===== config.mk =====
export PLATFORM = sky130hd
export DESIGN_NAME = tamper_alarm_tick_controller_top
export DESIGN_NICKNAME = d
export VERILOG_FILES = /design/src/rtl/tac_pkg.sv /design/src/rtl/tac_cfg.sv /design/src/rtl/tac_core.sv /design/src/rtl/tamper_alarm_tick_controller_top.sv
export VERILOG_INCLUDE_DIRS = /design/src /design/src/rtl
export SDC_FILE = /design/constraint.sdc
export NUM_CORES = 1
export LEC_CHECK = 0
export ABC_CLOCK_PERIOD_IN_PS = 11300
export BUFFER_PORTS_ARGS = -buffer_cell sky130_fd_sc_hd__buf_2
export CAP_MARGIN = 15
export CORE_ASPECT_RATIO = 0.5
export CORE_MARGIN = 4
export CORE_UTILIZATION = 25
export DETAILED_ROUTE_END_ITERATION = 7
export PLACE_DENSITY = 0.47
export RECOVER_POWER = 25
export SYNTH_ARGS = -nofsm -noshare
export SYNTH_HDL_FRONTEND = slang
export SYNTH_HIERARCHICAL = 1
export SYNTH_SLANG_ARGS = --single-unit

===== constraint.sdc =====
create_clock -name i_clk -period 11.3 [get_ports i_clk]
set_input_delay 0.565 -clock i_clk [delete_from_list [all_inputs] [get_ports i_clk]]
set_output_delay 0.565 -clock i_clk [all_outputs]
set_load 0.05 [all_outputs]

===== src/rtl/tamper_alarm_tick_controller_top_defines.svh =====
// Assertion helpers shared by the tamper alarm tick controller RTL.
// Every property is sampled on i_clk and disabled while i_rst_n is low.
`ifndef TAMPER_ALARM_TICK_CONTROLLER_TOP_DEFINES_SVH
`define TAMPER_ALARM_TICK_CONTROLLER_TOP_DEFINES_SVH

// Check that cons holds in the same cycle as ante.
`define TAC_ASSERT_NOW(lbl, ante, cons, msg) \
    lbl: assert property (@(posedge i_clk) disable iff (!i_rst_n) (ante) |-> (cons)) \
        else $error(msg);

// Check that cons holds in the cycle after ante.
`define TAC_ASSERT_NEXT(lbl, ante, cons, msg) \
    lbl: assert property (@(posedge i_clk) disable iff (!i_rst_n) (ante) |=> (cons)) \
        else $error(msg);

`endif


===== src/rtl/tac_pkg.sv =====
package tac_pkg;

    // Field widths
    localparam int unsigned TICKS_W    = 12;
    localparam int unsigned WIRE_W     = 6;
    localparam int unsigned BATTERY_W  = 10;
    localparam int unsigned MSG_W      = 2;
    localparam int unsigned CFG_IDX_W  = 3;
    localparam int unsigned CFG_DATA_W = 12;
    localparam int unsigned IN_DATA_W  = 24;
    localparam int unsigned OUT_DATA_W = 16;

    // Register indexes
    localparam logic [CFG_IDX_W-1:0] REG_SLOW_PERIOD   = 3'd0;
    localparam logic [CFG_IDX_W-1:0] REG_STAGE_TIMEOUT = 3'd1;
    localparam logic [CFG_IDX_W-1:0] REG_TILT_HOLD     = 3'd2;
    localparam logic [CFG_IDX_W-1:0] REG_WIRE_CUT      = 3'd3;
    localparam logic [CFG_IDX_W-1:0] REG_BATTERY_LOW   = 3'd4;
    localparam logic [CFG_IDX_W-1:0] REG_BATTERY_HIGH  = 3'd5;

    // Register reset values
    localparam logic [TICKS_W-1:0]   RST_SLOW_PERIOD   = 12'd2000;
    localparam logic [TICKS_W-1:0]   RST_STAGE_TIMEOUT = 12'd4000;
    localparam logic [TICKS_W-1:0]   RST_TILT_HOLD     = 12'd4000;
    localparam logic [WIRE_W-1:0]    RST_WIRE_CUT      = 6'd50;
    localparam logic [BATTERY_W-1:0] RST_BATTERY_LOW   = 10'h100;
    localparam logic [BATTERY_W-1:0] RST_BATTERY_HIGH  = 10'h200;

    // Theft message codes
    localparam logic [MSG_W-1:0] MSG_NONE     = 2'd0;
    localparam logic [MSG_W-1:0] MSG_TAMPER   = 2'd1;
    localparam logic [MSG_W-1:0] MSG_CUT_WIRE = 2'd2;

    // Burst and debounce limits
    localparam logic [2:0] TILT_ALARM_MAX    = 3'd5;
    localparam logic [2:0] BATTERY_ALARM_MAX = 3'd4;
    localparam logic [1:0] THEFT_BURST_LAST  = 2'd3;
    localparam logic [WIRE_W-1:0] WIRE_COUNT_MAX = 6'h3F;
    localparam logic [3:0] DEBOUNCE_HIT      = 4'd3;
    localparam logic [3:0] DEBOUNCE_HOLD     = 4'd11;

    typedef struct packed {
        logic [TICKS_W-1:0]   slow_period;
        logic [TICKS_W-1:0]   stage_timeout;
        logic [TICKS_W-1:0]   tilt_hold;
        logic [WIRE_W-1:0]    wire_cut;
        logic [BATTERY_W-1:0] battery_low;
        logic [BATTERY_W-1:0] battery_high;
    } t_cfg;

    typedef struct packed {
        logic                 touch_active;
        logic                 raised_line_low;
        logic                 fell_line_low;
        logic                 wire_intact;
        logic [BATTERY_W-1:0] battery_level;
        logic                 sensor_enable;
        logic                 position_enable;
        logic                 key_on;
    } t_in_item;

    typedef struct packed {
        logic             first_touch_event;
        logic             second_touch_event;
        logic [MSG_W-1:0] theft_message;
        logic             theft_speech_one;
        logic             theft_speech_two;
        logic             battery_alarm;
        logic             raised_alarm;
        logic             fell_alarm;
        logic             raised_state;
        logic             fell_state;
        logic             theft_active;
    } t_out_item;

endpackage


===== src/rtl/tac_cfg.sv =====
module tac_cfg (
    input  logic                               i_clk,
    input  logic                               i_rst_n,
    input  logic                               i_cfg_we,
    input  logic [tac_pkg::CFG_IDX_W-1:0]      i_cfg_index,
    input  logic [tac_pkg::CFG_DATA_W-1:0]     i_cfg_data,
    output tac_pkg::t_cfg                      o_cfg
);

    tac_pkg::t_cfg r_cfg;

    // Hold the register file, write one register per enable
    always_ff @(posedge i_clk) begin
        if (!i_rst_n) begin
            r_cfg.slow_period   <= tac_pkg::RST_SLOW_PERIOD;
            r_cfg.stage_timeout <= tac_pkg::RST_STAGE_TIMEOUT;
            r_cfg.tilt_hold     <= tac_pkg::RST_TILT_HOLD;
            r_cfg.wire_cut      <= tac_pkg::RST_WIRE_CUT;
            r_cfg.battery_low   <= tac_pkg::RST_BATTERY_LOW;
            r_cfg.battery_high  <= tac_pkg::RST_BATTERY_HIGH;
        end else if (i_cfg_we) begin
            case (i_cfg_index)
                tac_pkg::REG_SLOW_PERIOD:   r_cfg.slow_period   <= i_cfg_data;
                tac_pkg::REG_STAGE_TIMEOUT: r_cfg.stage_timeout <= i_cfg_data;
                tac_pkg::REG_TILT_HOLD:     r_cfg.tilt_hold     <= i_cfg_data;
                tac_pkg::REG_WIRE_CUT:
                    r_cfg.wire_cut <= i_cfg_data[tac_pkg::WIRE_W-1:0];
                tac_pkg::REG_BATTERY_LOW:
                    r_cfg.battery_low <= i_cfg_data[tac_pkg::BATTERY_W-1:0];
                tac_pkg::REG_BATTERY_HIGH:
                    r_cfg.battery_high <= i_cfg_data[tac_pkg::BATTERY_W-1:0];
                default: begin
                end
            endcase
        end
    end

    assign o_cfg = r_cfg;

endmodule


===== src/rtl/tac_core.sv =====
`include "tamper_alarm_tick_controller_top_defines.svh"

module tac_core (
    input  logic                i_clk,
    input  logic                i_rst_n,
    input  tac_pkg::t_cfg       i_cfg,
    input  logic                i_fire,
    input  tac_pkg::t_in_item   i_item,
    output tac_pkg::t_out_item  o_result
);

    typedef enum logic [1:0] {
        ST_WAIT_FIRST,
        ST_WAIT_SECOND,
        ST_ARMED
    } t_stage;

    // State registers
    t_stage                             r_stage, n_stage;
    logic [tac_pkg::TICKS_W-1:0]        r_slow_count, n_slow_count;
    logic [tac_pkg::BATTERY_W-1:0]      r_battery_latch, n_battery_latch;
    logic                               r_first_count, n_first_count;
    logic                               r_second_count, n_second_count;
    logic [tac_pkg::TICKS_W-1:0]        r_second_time, n_second_time;
    logic [tac_pkg::TICKS_W-1:0]        r_third_time, n_third_time;
    logic                               r_alarm_one_en, n_alarm_one_en;
    logic                               r_alarm_two_en, n_alarm_two_en;
    logic [1:0]                         r_alarm_one_count, n_alarm_one_count;
    logic [1:0]                         r_alarm_two_count, n_alarm_two_count;
    logic                               r_theft_busy, n_theft_busy;
    logic                               r_third_alarm, n_third_alarm;
    logic [tac_pkg::WIRE_W-1:0]         r_wire_low, n_wire_low;
    logic                               r_wire_cut, n_wire_cut;
    logic                               r_battery_removed, n_battery_removed;
    logic [2:0]                         r_battery_count, n_battery_count;
    logic [3:0]                         r_raise_deb, n_raise_deb;
    logic [3:0]                         r_fall_deb, n_fall_deb;
    logic                               r_raised, n_raised;
    logic                               r_fell, n_fell;
    logic [2:0]                         r_raised_count, n_raised_count;
    logic [2:0]                         r_fell_count, n_fell_count;
    logic                               r_tilt_event, n_tilt_event;
    logic [tac_pkg::TICKS_W-1:0]        r_tilt_hold, n_tilt_hold;
    logic                               r_tilt_seen, n_tilt_seen;

    // Per-item pulses
    logic                               w_ev1, w_ev2, w_sp1, w_sp2;
    logic                               w_bat_al, w_rai_al, w_fel_al;
    logic [tac_pkg::MSG_W-1:0]          w_msg;
    logic                               w_upright;
    logic [tac_pkg::WIRE_W-1:0]         w_wire_limit;

    assign w_upright = !i_item.raised_line_low && !i_item.fell_line_low
                       && i_item.sensor_enable;
    // Cut-wire limit is the threshold plus one, saturated at the counter max
    assign w_wire_limit = (i_cfg.wire_cut == tac_pkg::WIRE_COUNT_MAX)
                          ? tac_pkg::WIRE_COUNT_MAX : i_cfg.wire_cut + 6'd1;

    // Advance all state for one tick
    always_comb begin
        n_stage           = r_stage;
        n_slow_count      = r_slow_count + 12'd1;
        n_battery_latch   = r_battery_latch;
        n_first_count     = r_first_count;
        n_second_count    = r_second_count;
        n_second_time     = r_second_time;
        n_third_time      = r_third_time;
        n_alarm_one_en    = r_alarm_one_en;
        n_alarm_two_en    = r_alarm_two_en;
        n_alarm_one_count = r_alarm_one_count;
        n_alarm_two_count = r_alarm_two_count;
        n_theft_busy      = r_theft_busy;
        n_third_alarm     = r_third_alarm;
        n_wire_low        = r_wire_low;
        n_wire_cut        = r_wire_cut;
        n_battery_removed = r_battery_removed;
        n_battery_count   = r_battery_count;
        n_raise_deb       = r_raise_deb;
        n_fall_deb        = r_fall_deb;
        n_raised          = r_raised;
        n_fell            = r_fell;
        n_raised_count    = r_raised_count;
        n_fell_count      = r_fell_count;
        n_tilt_event      = r_tilt_event;
        n_tilt_hold       = r_tilt_hold;
        n_tilt_seen       = r_tilt_seen;
        w_ev1    = 1'b0;
        w_ev2    = 1'b0;
        w_sp1    = 1'b0;
        w_sp2    = 1'b0;
        w_bat_al = 1'b0;
        w_rai_al = 1'b0;
        w_fel_al = 1'b0;
        w_msg    = tac_pkg::MSG_NONE;

        // Slow tick: latch battery and send alarm bursts
        if (n_slow_count >= i_cfg.slow_period) begin
            n_slow_count    = '0;
            n_battery_latch = i_item.battery_level;
            if (r_fell && r_fell_count < tac_pkg::TILT_ALARM_MAX) begin
                w_fel_al     = 1'b1;
                n_fell_count = r_fell_count + 3'd1;
            end
            if (r_raised && r_raised_count < tac_pkg::TILT_ALARM_MAX) begin
                w_rai_al       = 1'b1;
                n_raised_count = r_raised_count + 3'd1;
            end
            if (r_battery_removed && r_battery_count < tac_pkg::BATTERY_ALARM_MAX
                && !i_item.key_on) begin
                w_bat_al        = 1'b1;
                n_battery_count = r_battery_count + 3'd1;
            end
            if (r_alarm_one_en) begin
                n_theft_busy = 1'b1;
                if (!i_item.key_on) begin
                    w_msg = r_wire_cut ? tac_pkg::MSG_CUT_WIRE : tac_pkg::MSG_TAMPER;
                    w_sp1 = 1'b1;
                end
                if (r_alarm_one_count == tac_pkg::THEFT_BURST_LAST) begin
                    n_alarm_one_count = '0;
                    n_alarm_one_en    = 1'b0;
                    n_theft_busy      = 1'b0;
                    n_third_alarm     = 1'b0;
                end else begin
                    n_alarm_one_count = r_alarm_one_count + 2'd1;
                end
            end
            if (r_alarm_two_en) begin
                n_theft_busy = 1'b1;
                if (!i_item.key_on) begin
                    w_msg = r_wire_cut ? tac_pkg::MSG_CUT_WIRE : tac_pkg::MSG_TAMPER;
                    w_sp2 = 1'b1;
                end
                if (r_alarm_two_count == tac_pkg::THEFT_BURST_LAST) begin
                    n_alarm_two_count = '0;
                    n_alarm_two_en    = 1'b0;
                    n_theft_busy      = 1'b0;
                    n_third_alarm     = 1'b0;
                end else begin
                    n_alarm_two_count = r_alarm_two_count + 2'd1;
                end
            end
        end

        // Touch stages, wire and battery checks while upright and the sensor is enabled
        if (w_upright) begin
            case (r_stage)
                ST_WAIT_FIRST: begin
                    if (i_item.touch_active && !n_theft_busy) begin
                        if (r_first_count) begin
                            n_first_count = 1'b0;
                            n_stage       = ST_WAIT_SECOND;
                            w_ev1         = 1'b1;
                        end else begin
                            n_first_count = 1'b1;
                        end
                    end else begin
                        n_first_count = 1'b0;
                    end
                end
                ST_WAIT_SECOND: begin
                    if (i_item.touch_active) begin
                        if (r_second_count) begin
                            n_second_count = 1'b0;
                            n_stage        = ST_ARMED;
                            w_ev2          = 1'b1;
                        end else begin
                            n_second_count = 1'b1;
                        end
                    end else begin
                        n_second_count = 1'b0;
                    end
                    n_second_time = r_second_time + 12'd1;
                    if (n_second_time >= i_cfg.stage_timeout) begin
                        n_stage        = ST_WAIT_FIRST;
                        n_second_count = 1'b0;
                        n_first_count  = 1'b0;
                        n_second_time  = '0;
                    end
                end
                ST_ARMED: begin
                    if (i_item.touch_active) begin
                        n_alarm_one_en = 1'b1;
                        n_alarm_two_en = 1'b1;
                        n_third_alarm  = 1'b1;
                    end
                    n_third_time = r_third_time + 12'd1;
                    if (n_third_time >= i_cfg.stage_timeout) begin
                        n_stage        = ST_WAIT_FIRST;
                        n_first_count  = 1'b0;
                        n_second_count = 1'b0;
                        n_second_time  = '0;
                        n_third_time   = '0;
                    end
                end
                default: begin
                end
            endcase

            // Count low-wire ticks, declare cut past the threshold
            if (!i_item.wire_intact && r_wire_low < w_wire_limit) begin
                n_wire_low = r_wire_low + 6'd1;
                if (n_wire_low > i_cfg.wire_cut) begin
                    n_alarm_one_en = 1'b1;
                    n_alarm_two_en = 1'b1;
                    n_wire_cut     = 1'b1;
                end
            end else if (i_item.wire_intact && !n_third_alarm) begin
                n_wire_low     = '0;
                n_alarm_one_en = 1'b0;
                n_alarm_two_en = 1'b0;
            end

            // Battery removal with hysteresis
            if (n_battery_latch < i_cfg.battery_low) begin
                n_battery_removed = 1'b1;
            end else if (n_battery_latch > i_cfg.battery_high) begin
                n_battery_removed = 1'b0;
                n_battery_count   = '0;
            end
        end

        // Debounce raise and fall lines
        if (i_item.position_enable) begin
            if (i_item.raised_line_low) begin
                n_raise_deb = r_raise_deb + 4'd1;
                if (n_raise_deb >= tac_pkg::DEBOUNCE_HIT) begin
                    n_raised    = 1'b1;
                    n_fell      = 1'b0;
                    n_raise_deb = tac_pkg::DEBOUNCE_HOLD;
                    if (!r_tilt_seen) n_tilt_event = 1'b1;
                end
            end else begin
                n_raised       = 1'b0;
                n_raised_count = '0;
                n_raise_deb    = '0;
                n_tilt_event   = 1'b0;
            end
            if (i_item.fell_line_low) begin
                n_fall_deb = r_fall_deb + 4'd1;
                if (n_fall_deb >= tac_pkg::DEBOUNCE_HIT) begin
                    n_fell       = 1'b1;
                    n_raised     = 1'b0;
                    n_fall_deb   = tac_pkg::DEBOUNCE_HOLD;
                    if (!r_tilt_seen) n_tilt_event = 1'b1;
                end
            end else begin
                n_fell       = 1'b0;
                n_fell_count = '0;
                n_fall_deb   = '0;
                n_tilt_event = 1'b0;
            end
        end

        // Hold after the first tilt, then reset the touch stages
        if (n_tilt_event) begin
            n_tilt_hold = r_tilt_hold + 12'd1;
            if (n_tilt_hold >= i_cfg.tilt_hold) begin
                n_tilt_event   = 1'b0;
                n_tilt_hold    = '0;
                n_tilt_seen    = 1'b1;
                n_stage        = ST_WAIT_FIRST;
                n_first_count  = 1'b0;
                n_second_count = 1'b0;
                n_second_time  = '0;
                n_third_time   = '0;
            end
        end
    end

    // Hold state; advance it on each fired item
    always_ff @(posedge i_clk) begin
        if (!i_rst_n) begin
            r_stage           <= ST_WAIT_FIRST;
            r_slow_count      <= '0;
            r_battery_latch   <= '0;
            r_first_count     <= 1'b0;
            r_second_count    <= 1'b0;
            r_second_time     <= '0;
            r_third_time      <= '0;
            r_alarm_one_en    <= 1'b0;
            r_alarm_two_en    <= 1'b0;
            r_alarm_one_count <= '0;
            r_alarm_two_count <= '0;
            r_theft_busy      <= 1'b0;
            r_third_alarm     <= 1'b0;
            r_wire_low        <= '0;
            r_wire_cut        <= 1'b0;
            r_battery_removed <= 1'b0;
            r_battery_count   <= '0;
            r_raise_deb       <= '0;
            r_fall_deb        <= '0;
            r_raised          <= 1'b0;
            r_fell            <= 1'b0;
            r_raised_count    <= '0;
            r_fell_count      <= '0;
            r_tilt_event      <= 1'b0;
            r_tilt_hold       <= '0;
            r_tilt_seen       <= 1'b0;
        end else if (i_fire) begin
            r_stage           <= n_stage;
            r_slow_count      <= n_slow_count;
            r_battery_latch   <= n_battery_latch;
            r_first_count     <= n_first_count;
            r_second_count    <= n_second_count;
            r_second_time     <= n_second_time;
            r_third_time      <= n_third_time;
            r_alarm_one_en    <= n_alarm_one_en;
            r_alarm_two_en    <= n_alarm_two_en;
            r_alarm_one_count <= n_alarm_one_count;
            r_alarm_two_count <= n_alarm_two_count;
            r_theft_busy      <= n_theft_busy;
            r_third_alarm     <= n_third_alarm;
            r_wire_low        <= n_wire_low;
            r_wire_cut        <= n_wire_cut;
            r_battery_removed <= n_battery_removed;
            r_battery_count   <= n_battery_count;
            r_raise_deb       <= n_raise_deb;
            r_fall_deb        <= n_fall_deb;
            r_raised          <= n_raised;
            r_fell            <= n_fell;
            r_raised_count    <= n_raised_count;
            r_fell_count      <= n_fell_count;
            r_tilt_event      <= n_tilt_event;
            r_tilt_hold       <= n_tilt_hold;
            r_tilt_seen       <= n_tilt_seen;
        end
    end

    // Pack the result for this tick
    always_comb begin
        o_result.first_touch_event  = w_ev1;
        o_result.second_touch_event = w_ev2;
        o_result.theft_message      = w_msg;
        o_result.theft_speech_one   = w_sp1;
        o_result.theft_speech_two   = w_sp2;
        o_result.battery_alarm      = w_bat_al;
        o_result.raised_alarm       = w_rai_al;
        o_result.fell_alarm         = w_fel_al;
        o_result.raised_state       = n_raised;
        o_result.fell_state         = n_fell;
        o_result.theft_active       = n_theft_busy;
    end

    // Checks
    `TAC_ASSERT_NEXT(a_tilt_seen_sticky, r_tilt_seen, r_tilt_seen, "tilt seen flag cleared")
    `TAC_ASSERT_NEXT(a_wire_cut_sticky, r_wire_cut, r_wire_cut, "cut wire flag cleared")

endmodule


===== src/rtl/tamper_alarm_tick_controller_top.sv =====
// Tamper alarm tick controller, one input item per 1 ms tick, one result item per tick.
// Path: an accepted item passes the input register, then the result register, before its result is valid.
// Throughput: one item per cycle while the result side is ready; while a result waits, one more item is held.
// Reset: synchronous, active low on i_rst_n; clears all counters and flags and
// loads the register file with its default values. No clearing pass is needed.
`include "tamper_alarm_tick_controller_top_defines.svh"

module tamper_alarm_tick_controller_top (
    input  logic                               i_clk,
    input  logic                               i_rst_n,
    // [0] touch_active, [1] raised_line_low, [2] fell_line_low, [3] wire_intact,
    // [13:4] battery_level, [14] sensor_enable, [15] position_enable, [16] key_on,
    // [23:17] zero
    input  logic [tac_pkg::IN_DATA_W-1:0]      i_s_axis_tdata,
    input  logic                               i_s_axis_tvalid,
    output logic                               o_s_axis_tready,
    // [0] first_touch_event, [1] second_touch_event, [3:2] theft_message,
    // [4] theft_speech_one, [5] theft_speech_two, [6] battery_alarm,
    // [7] raised_alarm, [8] fell_alarm, [9] raised_state, [10] fell_state,
    // [11] theft_active, [15:12] zero
    output logic [tac_pkg::OUT_DATA_W-1:0]     o_m_axis_tdata,
    output logic                               o_m_axis_tvalid,
    input  logic                               i_m_axis_tready,
    input  logic                               i_cfg_we,
    input  logic [tac_pkg::CFG_IDX_W-1:0]      i_cfg_index,
    input  logic [tac_pkg::CFG_DATA_W-1:0]     i_cfg_data
);

    logic                              r_in_valid;
    logic [tac_pkg::IN_DATA_W-1:0]     r_in_data;
    logic                              r_out_valid;
    tac_pkg::t_out_item                r_out_item;
    logic                              w_fire;
    tac_pkg::t_cfg                     w_cfg;
    tac_pkg::t_in_item                 w_item;
    tac_pkg::t_out_item                w_result;

    // Move an item into the result register when it is empty or being drained
    assign w_fire          = r_in_valid && (!r_out_valid || i_m_axis_tready);
    assign o_s_axis_tready = !r_in_valid || w_fire;

    // Unpack the staged item
    assign w_item.touch_active    = r_in_data[0];
    assign w_item.raised_line_low = r_in_data[1];
    assign w_item.fell_line_low   = r_in_data[2];
    assign w_item.wire_intact     = r_in_data[3];
    assign w_item.battery_level   = r_in_data[13:4];
    assign w_item.sensor_enable   = r_in_data[14];
    assign w_item.position_enable = r_in_data[15];
    assign w_item.key_on          = r_in_data[16];

    tac_cfg u_cfg (
        .i_clk       (i_clk),
        .i_rst_n     (i_rst_n),
        .i_cfg_we    (i_cfg_we),
        .i_cfg_index (i_cfg_index),
        .i_cfg_data  (i_cfg_data),
        .o_cfg       (w_cfg)
    );

    tac_core u_core (
        .i_clk    (i_clk),
        .i_rst_n  (i_rst_n),
        .i_cfg    (w_cfg),
        .i_fire   (w_fire),
        .i_item   (w_item),
        .o_result (w_result)
    );

    // Input register
    always_ff @(posedge i_clk) begin
        if (!i_rst_n) begin
            r_in_valid <= 1'b0;
        end else if (o_s_axis_tready) begin
            r_in_valid <= i_s_axis_tvalid;
        end
    end

    always_ff @(posedge i_clk) begin
        if (o_s_axis_tready && i_s_axis_tvalid) begin
            r_in_data <= i_s_axis_tdata;
        end
    end

    // Result register
    always_ff @(posedge i_clk) begin
        if (!i_rst_n) begin
            r_out_valid <= 1'b0;
        end else if (w_fire) begin
            r_out_valid <= 1'b1;
        end else if (i_m_axis_tready) begin
            r_out_valid <= 1'b0;
        end
    end

    always_ff @(posedge i_clk) begin
        if (w_fire) begin
            r_out_item <= w_result;
        end
    end

    // Pack the result item
    assign o_m_axis_tvalid = r_out_valid;
    assign o_m_axis_tdata  = {4'd0,
                              r_out_item.theft_active,
                              r_out_item.fell_state,
                              r_out_item.raised_state,
                              r_out_item.fell_alarm,
                              r_out_item.raised_alarm,
                              r_out_item.battery_alarm,
                              r_out_item.theft_speech_two,
                              r_out_item.theft_speech_one,
                              r_out_item.theft_message,
                              r_out_item.second_touch_event,
                              r_out_item.first_touch_event};

    // Checks
    `TAC_ASSERT_NOW(a_msg_code_valid, r_out_valid, r_out_item.theft_message <= tac_pkg::MSG_CUT_WIRE, "bad theft message code")
    `TAC_ASSERT_NOW(a_speech_has_msg, r_out_valid && (r_out_item.theft_speech_one || r_out_item.theft_speech_two), r_out_item.theft_message != tac_pkg::MSG_NONE, "speech without message")
    `TAC_ASSERT_NOW(a_tilt_exclusive, r_out_valid, !(r_out_item.raised_state && r_out_item.fell_state), "raised and fell both set")

endmodule


* Yosys cells after proc, flatten, opt, wreduce, memory -nomap -nowiden
Cells that the tools add are included.
** Operators by class
- Multiply operators :: 0
- Reduce and logical (&&, ||, !) cells :: 44
- Bitwise gates (word level) :: 0
- Divide/modulo/power cells :: 0
- Shift-type cells :: 0
- Muxes and demuxes :: 126
- $lt $le $gt $ge :: 13
- Eq/ne operators :: 10
- Add/subtract/negate cells :: 13
** Operators with widths (count)
- two-way mux 12 bit :: 12
- two-way mux 1 bit :: 73
- adder 12 x 1 -> 12 bit, second input constant :: 4
- >= comparator 12 bit :: 4
- two-way mux 3 bit :: 13
- two-way mux 2 bit :: 16
- one-hot mux 12 bit (2 select lines) :: 1
- AND reduction 3 bit :: 7
- AND reduction 2 bit :: 10
- two-way mux 6 bit :: 3
- two-way mux 4 bit :: 4
- adder 6 x 1 -> 6 bit, second input constant :: 2
- logical AND 1 bit :: 11
- > comparator 10 bit :: 1
- less-than comparator 10 bit :: 1
- two-way mux 10 bit :: 1
- adder 3 x 1 -> 3 bit, second input constant :: 3
- less-than comparator 3 bit, second input constant :: 3
- adder 4 x 1 -> 4 bit, second input constant :: 2
- >= comparator 4 x 2 -> 1 bit, second input constant :: 2
- zero test 1 bit :: 8
- equality test 2 bit, second input constant :: 3
- equality test 3 x 2 -> 1 bit, second input constant :: 2
- equality test 3 bit, second input constant :: 2
- 14 further kinds :: 18
** Storage, ports and cells
- Memory bits (read-only) :: 0
- Bits in latches :: 0
- Bits of input ports :: 44
- Word-level logic and storage cells :: 252
- Bits in writable memories :: 0
- Memories kept :: 0
- Bits in registers :: 192

* Logic depth before layout (Yosys ltp)
Gate-level depths: netlist of run 1.
- Depth after elaboration :: 14
- Depth in mapped cells :: 22
- Mapped depth without buffers :: 20

* Cells and area by module
Netlist of run 1, hierarchy kept.
** Modules (own cells, without submodules)
- tac_core :: area each 7636.1 um^2, cells each 943, instances 1, sequential area each 1981.9 um^2
- tac_cfg :: area each 2398.6 um^2, cells each 228, instances 1, sequential area each 1241.2 um^2
- tamper_alarm_tick_controller_top :: area each 1008.5 um^2, cells each 43, instances 1, sequential area each 910.9 um^2

* Least setup slack after synthesis of run 1
OpenSTA, ideal clock, no wires.
- Path kind :: flip-flop to flip-flop
- From :: register u_core/r_slow_count[0] (netlist bit)
- To :: register u_core.r_battery_count[0]
- Data required time :: 11.168 ns
- Arrival :: 4.330 ns
- Clock period less this slack :: 4.462 ns
- Setup time :: 0.132 ns
- Stages on the path, launching flop included :: 23
- Buffers on the path :: 2
- Path slack :: 6.838 ns
- Cells stage by stage :: dfxtp_1 > ha_1 > and3_1 > and3_1 > and3_1 > nand3_1 > xnor2_1 > ha_1 > a21oi_1 > nand2_1 > a211o_1 > a21o_1 > buf_6 > buf_6 > mux2_4 > ha_1 > a21o_1 > a21o_1 > a21oi_1 > o21a_1 > and3b_1 > a211oi_1 > nor3_1
** Between the ends
- Word-level cells in the longest chain between the ends :: 7
- Elaborated cells on any way between the ends :: 9
- Classes of those cells :: add/sub: 1; order compare: 3; mux: 5
** Ends and longest elaborated chain
- start, declared :: RTL line tac_core.sv:20 : logic [tac_pkg::TICKS_W-1:0] r_slow_count, n_slow_count;
- start signal, assigned :: RTL line tac_core.sv:302 : r_slow_count <= n_slow_count;
- adder 12 x 1 -> 12 bit * :: RTL line tac_core.sv:62 : n_slow_count = r_slow_count + 12'd1;
- >= comparator 12 bit * :: RTL line tac_core.sv:97 : if (n_slow_count >= i_cfg.slow_period) begin
- two-way mux 10 bit * :: RTL line tac_core.sv:97
- via u_core.n_battery_latch, one bit :: RTL line tac_core.sv:21 : logic [tac_pkg::BATTERY_W-1:0] r_battery_latch, n_battery_latch;
- > comparator 10 bit :: RTL line tac_core.sv:217 : end else if (n_battery_latch > i_cfg.battery_high) begin
- two-way mux 3 bit :: RTL line tac_core.sv:217
- two-way mux 3 bit * :: RTL line tac_core.sv:215 : if (n_battery_latch < i_cfg.battery_low) begin
- two-way mux 3 bit * :: RTL line tac_core.sv:146 : if (w_upright) begin
- end signal, assigned :: RTL line tac_core.sv:317 : r_battery_count <= n_battery_count;
- end, declared :: RTL line tac_core.sv:35 : logic [2:0] r_battery_count, n_battery_count;
Mark *: on every way through the listed nets, which the timed path passes. The rest lies on a longest branch.
A chain may end at the register's enable or synchronous reset.

* Worst setup path after layout of run 1
- From :: register u_core/r_slow_count[0] (netlist bit)
- To :: register u_core.r_battery_count[1]
Same word-level chain as after synthesis.

==> results.cfg, run 1 <==
[drt]
highest_layer = met4
vias = 8284
first_iter_violations = 404
drt-met1-wl_mm = 13.8
wl_per_cell_um = 14.8
drtPass1Iterations = 4
drc_errors = 0
ant_nets = 0
drt_wl_total_mm = 27.3
route.met3.wl_um = 568
route.met2.wl_mm = 12.6
viasPerCell = 4.51

[sta]
finalSetupViolCount = 0
fin_hold_ws_ns = 0.282
fmax_mhz = 191
hold_violations = 0
slew_headroom_pct = -35.4
layout_worst_path_cycle_share_pct = 46.3
totalNegativeSetupSlack_ns = 0
drv_slew = 101
fin_ws_ns = 6.06
skew_ns = 0.0170
worst_pin_slew_ns = 2.03
fin_crit_ns = 5.24
rsz0062_at_grt = no

[run_status]
status = finished with violations
violations = capacitance limit, slew limit

[finish]
layout.cells.non_filler = 1837
drive_gt1_share_pct = 9.93
postLayoutCoreUtil_pct = 28.4
mostFrequentLayoutCell = dfxtp_1
design_area_mm2 = 0.0124
insertedDiodeCount = 0
syn_to_final_growth_pct = 12.1
nNetsFinal = 1377
layout_common_cells = dfxtp_1 (163), nand2_1 (142), ha_1 (97), mux2i_1 (81), inv_1 (74)

[setup_path]
slowest_delay_ns = 0.57
crit_fanout = 27
worst-path-buf-inv = 1
worstSetupStartpoint = u_core/r_slow_count[0]$_SDFFE_PN0P_
cp-end-kind = flip-flop
crit_slowest_cell = a211oi_1
critPathTopFamily = simple AND/OR/NAND/NOR gates
worstPathArrival_ns = 5.55
reg2reg_from = u_core/r_slow_count[0]$_SDFFE_PN0P_
path_cells = ha_1 -> and3_1 -> and3_1 -> and3_1 -> nand3_1 -> xnor2_1 -> ha_1 -> nand4_1 -> nor2_1 -> a211o_1 -> a21o_1 -> buf_4 -> mux2_2 -> ha_1 -> a21o_1 -> a21o_1 -> a21oi_1 -> o21a_1 -> and3b_1 -> a211oi_1 -> nor3_1
crit_required_ns = 11.61
startpoint_type = flip-flop
path_class = reg2reg

[clock_tree]
numCtsBuffers = 17
tritoncts = built
root_buffer = clkbuf_16
cts_max_path_buffers = 2
clock_sinks = 192
cts_resized = 0
htree_levels = 4
clk_latency_ns = 0.46
cts.clk_slew.worst_paths_ns = 0.08
cts_setup_buffers = 0
cts_hold_buffers = 0

[floorplan]
fp.coreArea_mm2 = 0.0436
die_area_mm2 = 0.0478
die_h_um = 157
start_util_pct = 25.3
io_pins = 62
rows = 54
die_w_um = 305

[synthesis]
ys_ff_latch = 192
yosysSeqAreaShare_pct = 37.4
synth_cells = 1214
synth_async_sr_flop_share_pct = 0
synth-main-ff-cell = dfxtp_1
synth-edff-count = 29
synthesis.area_mm2 = 0.0110
ys_warn_count = 6
synth_cell_type_count = 83
syn-mean-instance-area_um2 = 9.10

[power_and_ir_drop]
p_total_mw = 1.42
pwr_density_cell_mw_per_mm2 = 115
vdd_drop_max_uv = 103
p_leak_nw = 5.30

[global_routing]
antenna_found_initial = 0
grt_pass1_vias = 8003
grt.total_usage_pct = 11.6
grt_overflow = 0
grt_pass1_wl_mm = 43.7
grt_max_degree = 66

[placement]
dp.cells = 1805
dp_hpwl_mm = 20.0
placed_area_mm2 = 0.0118
dp_slack_ns = 6.10
gp_congestion = 0.769
numPortBuffers = 50

[hold_path]
min_from = i_s_axis_tdata[4]
hold_path_class = in2reg

[job]
drv_cap = 2
==> worst paths after layout <==
path,cells after the start,endpoint,slack [ns]
worst max-delay path,21,u_core/r_battery_count[1]$_SDFFE_PN0P_,6.06
worst min-delay path,1,r_in_data[4]$_DFFE_PP_,0.28
worst max register to register,21,u_core/r_battery_count[1]$_SDFFE_PN0P_,6.06
worst min register to register,2,u_cfg/o_cfg[6]$_SDFFE_PN0P_,0.46
==> kinds of logic after synthesis <==
family | share of synthesized area (%)
DFF | 37.4
adders and majority gates | 11.0
other | 0.0340
and+or+nand+nor | 20.2
AOI/OAI and AO/OA | 13.7
muxes | 8.67
xor gates and xnor gates | 3.49
buffers and inverters | 5.44
==> layer usage <==
metal	global-route usage, %	up-vias
met2	19.1	76
met1	15.7	3869
met5	0	-
met3	2.02	17
li1	-	4322
met4	3.12	0
==> cells in the mapped netlist, types with 13 or more instances <==
master / instances / share of area (%)
xor2_1: 25 / 2.0
o21a_1: 13 / 0.88
buf_4: 16 / 1.1
mux2i_1: 81 / 7.3
o21ai_0: 44 / 2.0
nand2_1: 142 / 4.8
dfxtp_1: 163 / 30
ha_1: 97 / 11
and3_1: 23 / 1.3
a21oi_1: 58 / 2.6
edfxtp_1: 29 / 7.9
clkbuf_1: 32 / 1.1
nand3_1: 56 / 2.5
inv_1: 75 / 2.5
nor3_1: 18 / 0.82
nor2b_1: 41 / 2.3
xnor2_1: 19 / 1.5
nor2_1: 66 / 2.2
nand4_1: 14 / 0.79
==> sequential cells by signal, summed over array words and instances (netlist names), 4 cells and up <==
name and flops:
u_core/r_fall_deb 4, u_cfg/o_cfg 62, u_core/r_battery_latch 10, u_core/r_tilt_hold 12, r_in_data 17, u_core/r_raise_deb 4, u_core/r_second_time 12, u_core/r_slow_count 12
o_m_axis_tdata 12, u_core/r_wire_low 6, u_core/r_third_time 12
==> area by class of cell <==
| class | count | area [um^2] |
|---|---|---|
| fillers | 4646 | 31200 |
| multi-input cells | 890 | 6320 |
| flip-flops and latches | 192 | 4130 |
| well taps | 588 | 736 |
| clock buffers | 19 | 464 |
| repair buffers | 60 | 310 |
| inverters | 75 | 282 |
| clock inverters | 13 | 138 |
==> where the power goes <==
| part | switching [mW] | total [mW] | internal [mW] |
|---|---|---|---|
| combinational | 0.0584 | 0.0855 | 0.0271 |
| sequential | 0.00904 | 0.713 | 0.704 |
| clock | 0.305 | 0.619 | 0.314 |
| total | 0.372 | 1.42 | 1.05 |
(Power assumes the default switching activity.)
==> inputs of run 2 (changes only) <==
--- a/config.mk
+++ b/config.mk
@@ -6,14 +6,14 @@
 export SDC_FILE = /design/constraint.sdc
 export NUM_CORES = 1
 export LEC_CHECK = 0
-export ABC_CLOCK_PERIOD_IN_PS = 11300
+export ABC_CLOCK_PERIOD_IN_PS = 4800
 export BUFFER_PORTS_ARGS = -buffer_cell sky130_fd_sc_hd__buf_2
 export CAP_MARGIN = 15
 export CORE_ASPECT_RATIO = 0.5
 export CORE_MARGIN = 4
 export CORE_UTILIZATION = 25
 export DETAILED_ROUTE_END_ITERATION = 7
-export PLACE_DENSITY = 0.47
+export PLACE_DENSITY = 0.49
 export RECOVER_POWER = 25
 export SYNTH_ARGS = -nofsm -noshare
 export SYNTH_HDL_FRONTEND = slang
==> constraint.sdc (replaced) <==
create_clock -name i_clk -period 4.8 [get_ports i_clk]
set_input_delay 0.24 -clock i_clk [delete_from_list [all_inputs] [get_ports i_clk]]
set_output_delay 0.24 -clock i_clk [all_outputs]
set_load 0.05 [all_outputs]
==> run 2 against run 1 <==
The flow still finishes with violations (capacitance limit, slew limit); final cell count is 1.1% higher; via count rose by 1.4%; maximum frequency rose by 17%; largest cell class unchanged.
==> results.cfg, run 2 (synthesis gave the netlist of run 1 again) <==
[finish]
layout.cells.non_filler = 1858
drive_gt1_share_pct = 10.1
insertedDiodeCount = 0
syn_to_final_growth_pct = 13.8
largest_reg_flops = 62
nNetsFinal = 1398
mostFrequentLayoutCell = dfxtp_1
layout_common_cells = dfxtp_1 (162), nand2_1 (142), ha_1 (97), mux2i_1 (81), inv_1 (74)

[drt]
drtPass1Iterations = 5
wl_per_cell_um = 14.7
viasPerCell = 4.52
vias = 8399
drc_errors = 0
first_iter_violations = 447
drt_wl_total_mm = 27.3
ant_nets = 0

[setup_path]
startpoint_type = flip-flop
worst-path-buf-inv = 2
path_cells = ha_1 -> and3_1 -> and3_1 -> and3_4 -> nand3_1 -> xnor2_2 -> ha_1 -> a21oi_1 -> nand2_1 -> a211o_1 -> a21o_4 -> buf_4 -> mux2_4 -> ha_1 -> a21o_1 -> a21oi_2 -> o21a_1 -> and3b_1 -> a211oi_1 -> buf_4 -> nor3_1
path_class = reg2reg
cp-end-kind = flip-flop
reg2reg_from = u_core/r_slow_count[1]$_SDFFE_PN0P_
slowest_delay_ns = 0.35
crit_required_ns = 5.11
crit_top_cell = ha_1
crit_slowest_cell = dfxtp_2
worstReg2RegEnd = u_core/r_battery_count[1]$_SDFFE_PN0P_
crit_fanout = 9
r2r_setup_slack_ns = 0.33
critPathTopFamily = compound AO/OA/AOI/OAI gates
worstPathArrival_ns = 4.77
r2r_cells = 21

[sta]
slew_headroom_pct = -36.4
fin_crit_ns = 4.47
fmax_mhz = 224
skew_ns = 0.0117
finalSetupViolCount = 0
hold_violations = 0
layout_worst_path_cycle_share_pct = 93.1
worst_pin_slew_ns = 2.05
drv_slew = 93

[placement]
gp_congestion = 0.801
dp.cells = 1809
numPortBuffers = 50
dp_hpwl_mm = 20.2

[global_routing]
grt_max_degree = 66
grt_pass1_vias = 8013
grt_overflow = 0
grt_pass1_wl_mm = 43.8
antenna_found_initial = 0
grt.total_usage_pct = 11.6

[hold_path]
hold_path_class = in2reg
min_from = i_cfg_data[11]
worstHoldEndpoint = u_cfg/o_cfg[61]$_SDFFE_PN0P_
hold_depth = 3

[job]
drv_cap = 2

[clock_tree]
clk_latency_ns = 0.45
clock_sinks = 192
cts.clk_slew.worst_paths_ns = 0.08
tritoncts = built
cts_setup_buffers = 0
cts_max_path_buffers = 2
numCtsBuffers = 17
htree_levels = 4
root_buffer = clkbuf_16

[power_and_ir_drop]
p_leak_nw = 5.37
pwr_density_cell_mw_per_mm2 = 261
vdd_drop_max_uv = 165
p_total_mw = 3.28

[floorplan]
die_h_um = 157
fp.coreArea_mm2 = 0.0436
die_area_mm2 = 0.0478
die_w_um = 305
io_pins = 62
start_util_pct = 25.3
rows = 54

[run_status]
violations = capacitance limit, slew limit
status = finished with violations
==> run 2: cell types whose count changed in the layout (fill, tap and decap cells not counted), sizes merged <==
cell,previous run,this run
dlygate4sd3,0,17
buf,54,50
clkinv,5,4
clkbuf,25,32
inv,82,84
==> run 2: through the flow <==
| step | hold slack, ns | area (um^2) | setup TNS, ns | util [%] | setup slack (ns) |
|---|---|---|---|---|---|
| 6_report | 0.0448 | 12600 | 0 | 28.8 | 0.334 |
| 4_1_cts | 0.0172 | 12600 | 0 | 28.8 | 0.0623 |
| 3_5_place_dp | 0.419 | 11800 | 0 | 27.2 | 0.0839 |
| 5_1_grt | 0.0446 | 12600 | -0.00481 | 28.8 | -0.00481 |
| 2_1_floorplan | 0.339 | 11100 | 0 | - | 0.338 |
| 3_3_place_gp | 0.416 | 11800 | 0 | 27.2 | 0.158 |
==> run 2: what timing repair did <==
action	CTS	global route
gates resized for setup	0	10
endpoints found under the setup margin	0	4
endpoints found under the hold margin	17	0
hold buffers	17	0
==> run 2: worst reg2reg max path, cell delays in order, from the launching register on <==
cell      delay, ns
dfxtp_2        0.35
ha_1           0.16
and3_1         0.20
and3_1         0.20
and3_4         0.22
nand3_1        0.12
xnor2_2        0.16
ha_1           0.31
a21oi_1        0.17
nand2_1        0.07
a211o_1        0.34
a21o_4         0.26
buf_4          0.17
mux2_4         0.31
ha_1           0.30
a21o_1         0.12
a21oi_2        0.06
o21a_1         0.18
and3b_1        0.19
a211oi_1       0.23
buf_4          0.16
nor3_1         0.05
==> run 2: power by group <==
group          total [mW]  switching (mW)  internal, mW
logic               0.213           0.140        0.0731
clock network        1.38           0.689         0.696
registers            1.68          0.0217          1.66
total                3.28           0.850          2.43
==> run 2: worst max-delay path by stage <==
stage | cells after the start | from | end
detailed placement | 19 | u_core/r_slow_count[1]$_SDFFE_PN0P_ | u_core/r_battery_count[0]$_SDFFE_PN0P_
CTS | 19 | u_core/r_slow_count[1]$_SDFFE_PN0P_ | u_core/r_battery_count[0]$_SDFFE_PN0P_
global route | 21 | u_core/r_slow_count[1]$_SDFFE_PN0P_ | u_core/r_battery_count[1]$_SDFFE_PN0P_
finish | 21 | u_core/r_slow_count[1]$_SDFFE_PN0P_ | u_core/r_battery_count[1]$_SDFFE_PN0P_
global placement | 19 | u_core/r_slow_count[1]$_SDFFE_PN0P_ | u_core/r_battery_count[1]$_SDFFE_PN0P_
floorplan | 22 | u_core/r_slow_count[0]$_SDFFE_PN0P_ | u_core/r_battery_count[0]$_SDFFE_PN0P_
==> run 2: cell type report <==
cell class / instances / area, um^2
sequential: 192 / 4140
timing repair buffer: 81 / 500
fill: 4647 / 31000
clock buffer: 18 / 439
tap: 588 / 736
multi-input combinational: 890 / 6350
clock inverter: 14 / 119
inverter: 75 / 282
==> run 2: metal layers <==
layer	global-route usage, %	up-vias	wire length, um
met2	19.2	76	12600
met5	0	-	0
met1	15.7	3942	13900
met3	2.18	13	670
met4	2.92	0	223
li1	-	4368	-
==> inputs of run 3 (changes only) <==
--- a/config.mk
+++ b/config.mk
@@ -6,6 +6,7 @@
 export SDC_FILE = /design/constraint.sdc
 export NUM_CORES = 1
 export LEC_CHECK = 0
+export ABC_AREA = 1
 export ABC_CLOCK_PERIOD_IN_PS = 4800
 export BUFFER_PORTS_ARGS = -buffer_cell sky130_fd_sc_hd__buf_2
 export CAP_MARGIN = 15
==> run 3 against run 2 <==
Maximum frequency grew 4.3%; first-iteration DRC count rose by 5.6%; critical endpoint is now u_core/r_battery_count[0]$_SDFFE_PN0P_; sequential share of layout area is 0.23 points lower; global-route usage hardly changed; the run now ends clean; largest cell class unchanged.
==> results.cfg, run 3 <==
[run_status]
status = completed

[setup_path]
slowest_delay_ns = 0.39
crit_top_cell = nand2_1
path_class = reg2reg
worstPathArrival_ns = 4.61
cp-end-kind = flip-flop
crit_required_ns = 5.13
crit_fanout = 20
startpoint_type = flip-flop
crit_slowest_cell = dfxtp_1

[clock_tree]
root_buffer = clkbuf_16
tritoncts = built
cts.clk_slew.worst_paths_ns = 0.07
cts_setup_buffers = 0
htree_levels = 4
clk_latency_ns = 0.45
cts_max_path_buffers = 2
numCtsBuffers = 17
clock_sinks = 192

[global_routing]
grt_overflow = 0
grt_pass1_vias = 8902
grt.total_usage_pct = 11.6
antenna_found_initial = 1
grt_max_degree = 80
grt_pass1_wl_mm = 45.3

[job]
drv_cap = 0

[sta]
hold_violations = 0
fin_crit_ns = 4.28
drv_slew = 0
layout_worst_path_cycle_share_pct = 89.2
fmax_mhz = 234
totalNegativeSetupSlack_ns = 0
skew_ns = 0.0111
slew_headroom_pct = 21.7
fin_ws_ns = 0.518
rsz0062_at_grt = no
worst_pin_slew_ns = 1.17
finalSetupViolCount = 0
fin_hold_ws_ns = 0.0300

[finish]
insertedDiodeCount = 0
mostFrequentLayoutCell = nand2_1
nNetsFinal = 1740
syn_to_final_growth_pct = 13.3
postLayoutCoreUtil_pct = 28.8
multiInputGateArea_mm2 = 0.00589
seqCellArea_mm2 = 0.00413
layout_common_cells = nand2_1 (396), inv_1 (212), dfxtp_1 (163), nor2_1 (153), nand3_1 (126)
design_area_mm2 = 0.0126
drive_gt1_share_pct = 7.63
n_fill_cell = 4811
largest_reg_flops = 62

[floorplan]
die_w_um = 307
die_area_mm2 = 0.0483
io_pins = 62
start_util_pct = 25.5
fp.coreArea_mm2 = 0.0438
die_h_um = 157
rows = 54

[drt]
ant_nets = 0
drtPass1Iterations = 5
wl_per_cell_um = 12.4
drt_wl_total_mm = 27.3
viasPerCell = 4.27
first_iter_violations = 472
drc_errors = 0
vias = 9396

[placement]
dp_hpwl_mm = 19.9
numPortBuffers = 50
placed_area_mm2 = 0.0119
dp_slack_ns = 0.486
gp_congestion = 0.773

[synthesis]
yosysSeqAreaShare_pct = 37.0
synthesis.area_mm2 = 0.0112
synth_area_leader_cell = dfxtp_1
yosys.area.top_type_share_pct = 29.2
synth_cell_type_count = 46
synth_cells = 1562
ys_ff_latch = 192
synth_commonest_cells = nand2_1 (396), inv_1 (213), dfxtp_1 (163)
synth_most_common_cell = nand2_1
synth_async_sr_flop_share_pct = 0
syn-mean-instance-area_um2 = 7.15
synth-edff-count = 29
synth-main-ff-cell = dfxtp_1
ys_warn_count = 6
synth.area.top_cells = dfxtp_1 (29%), nand2_1 (13%), ha_1 (11%)

[power_and_ir_drop]
p_leak_nw = 5.85
pwr_density_cell_mw_per_mm2 = 275
vdd_drop_max_uv = 248

[hold_path]
hold_path_class = in2reg
-- run 3: final timing paths --
| kind | from | depth (start not counted) | to | slack [ns] |
|---|---|---|---|---|
| worst min register to register | u_core/r_raise_deb[2]$_SDFFE_PN0P_ | 2 | u_core/r_raise_deb[2]$_SDFFE_PN0P_ | 0.47 |
| worst min-delay path | i_cfg_data[6] | 3 | u_cfg/o_cfg[56]$_SDFFE_PN1P_ | 0.03 |
| worst max register to register | u_core/r_slow_count[0]$_SDFFE_PN0P_ | 28 | u_core/r_battery_count[0]$_SDFFE_PN0P_ | 0.52 |
| worst max-delay path | u_core/r_slow_count[0]$_SDFFE_PN0P_ | 28 | u_core/r_battery_count[0]$_SDFFE_PN0P_ | 0.52 |
-- run 3: timing repair --
action	in CTS	in global routing
hold buffers	17	0
endpoints found under the hold margin	17	0
gates resized for setup	0	0
-- run 3: cell type report --
cell class | count | area share (%)
multi-input combinational | 1093 | 46.5
sequential | 192 | 32.7
inverter | 219 | 6.50
tap | 588 | 5.82
clock buffer | 20 | 3.78
timing repair buffer | 76 | 3.76
clock inverter | 12 | 0.940
-- run 3: kinds of logic (layout without fill, tap and decap cells) --
kind of cell | Yosys count | after routing | synth area share (%)
xor gates and xnor gates | 45 | 45 | 3.67
buffers and inverters | 280 | 327 | 10.4
adders and majority gates | 97 | 97 | 10.9
other | 1 | 4 | 0.0336
AOI/OAI and AO/OA | 211 | 211 | 10.1
DFF | 192 | 192 | 37.0
and+or+nand+nor | 736 | 736 | 27.8
-- run 3: metal layers --
metal / global-route usage (%) / up-vias / share of wire [%]
met5: 0 / - / 0
met4: 2.82 / 0 / 1.0
met3: 1.73 / 21 / 1.8
met2: 20.2 / 63 / 47
met1: 15.1 / 4248 / 50
li1: - / 5064 / -
-- run 3: power breakdown --
group	switching (mW)	internal (mW)
logic	0.217	0.0972
registers	0.0236	1.67
clock network	0.679	0.787
-- run 3: stage by stage --
step,power [mW],instances
6_report,3.48,2200
4_1_cts,3.53,2200
2_1_floorplan,1.95,1565
3_5_place_dp,2.04,2151
5_1_grt,3.64,2200
3_3_place_gp,2.04,2151
-- run 3: worst max-delay path: cells and delay by family (launching register included) --
| family | cells | cell delay (ns) |
|---|---|---|
| xor gates and xnor gates | 1 | 0.13 |
| buffers and inverters | 5 | 0.55 |
| DFF | 1 | 0.39 |
| and+or+nand+nor | 18 | 2.10 |
| AOI/OAI and AO/OA | 2 | 0.41 |
| adders and majority gates | 2 | 0.60 |
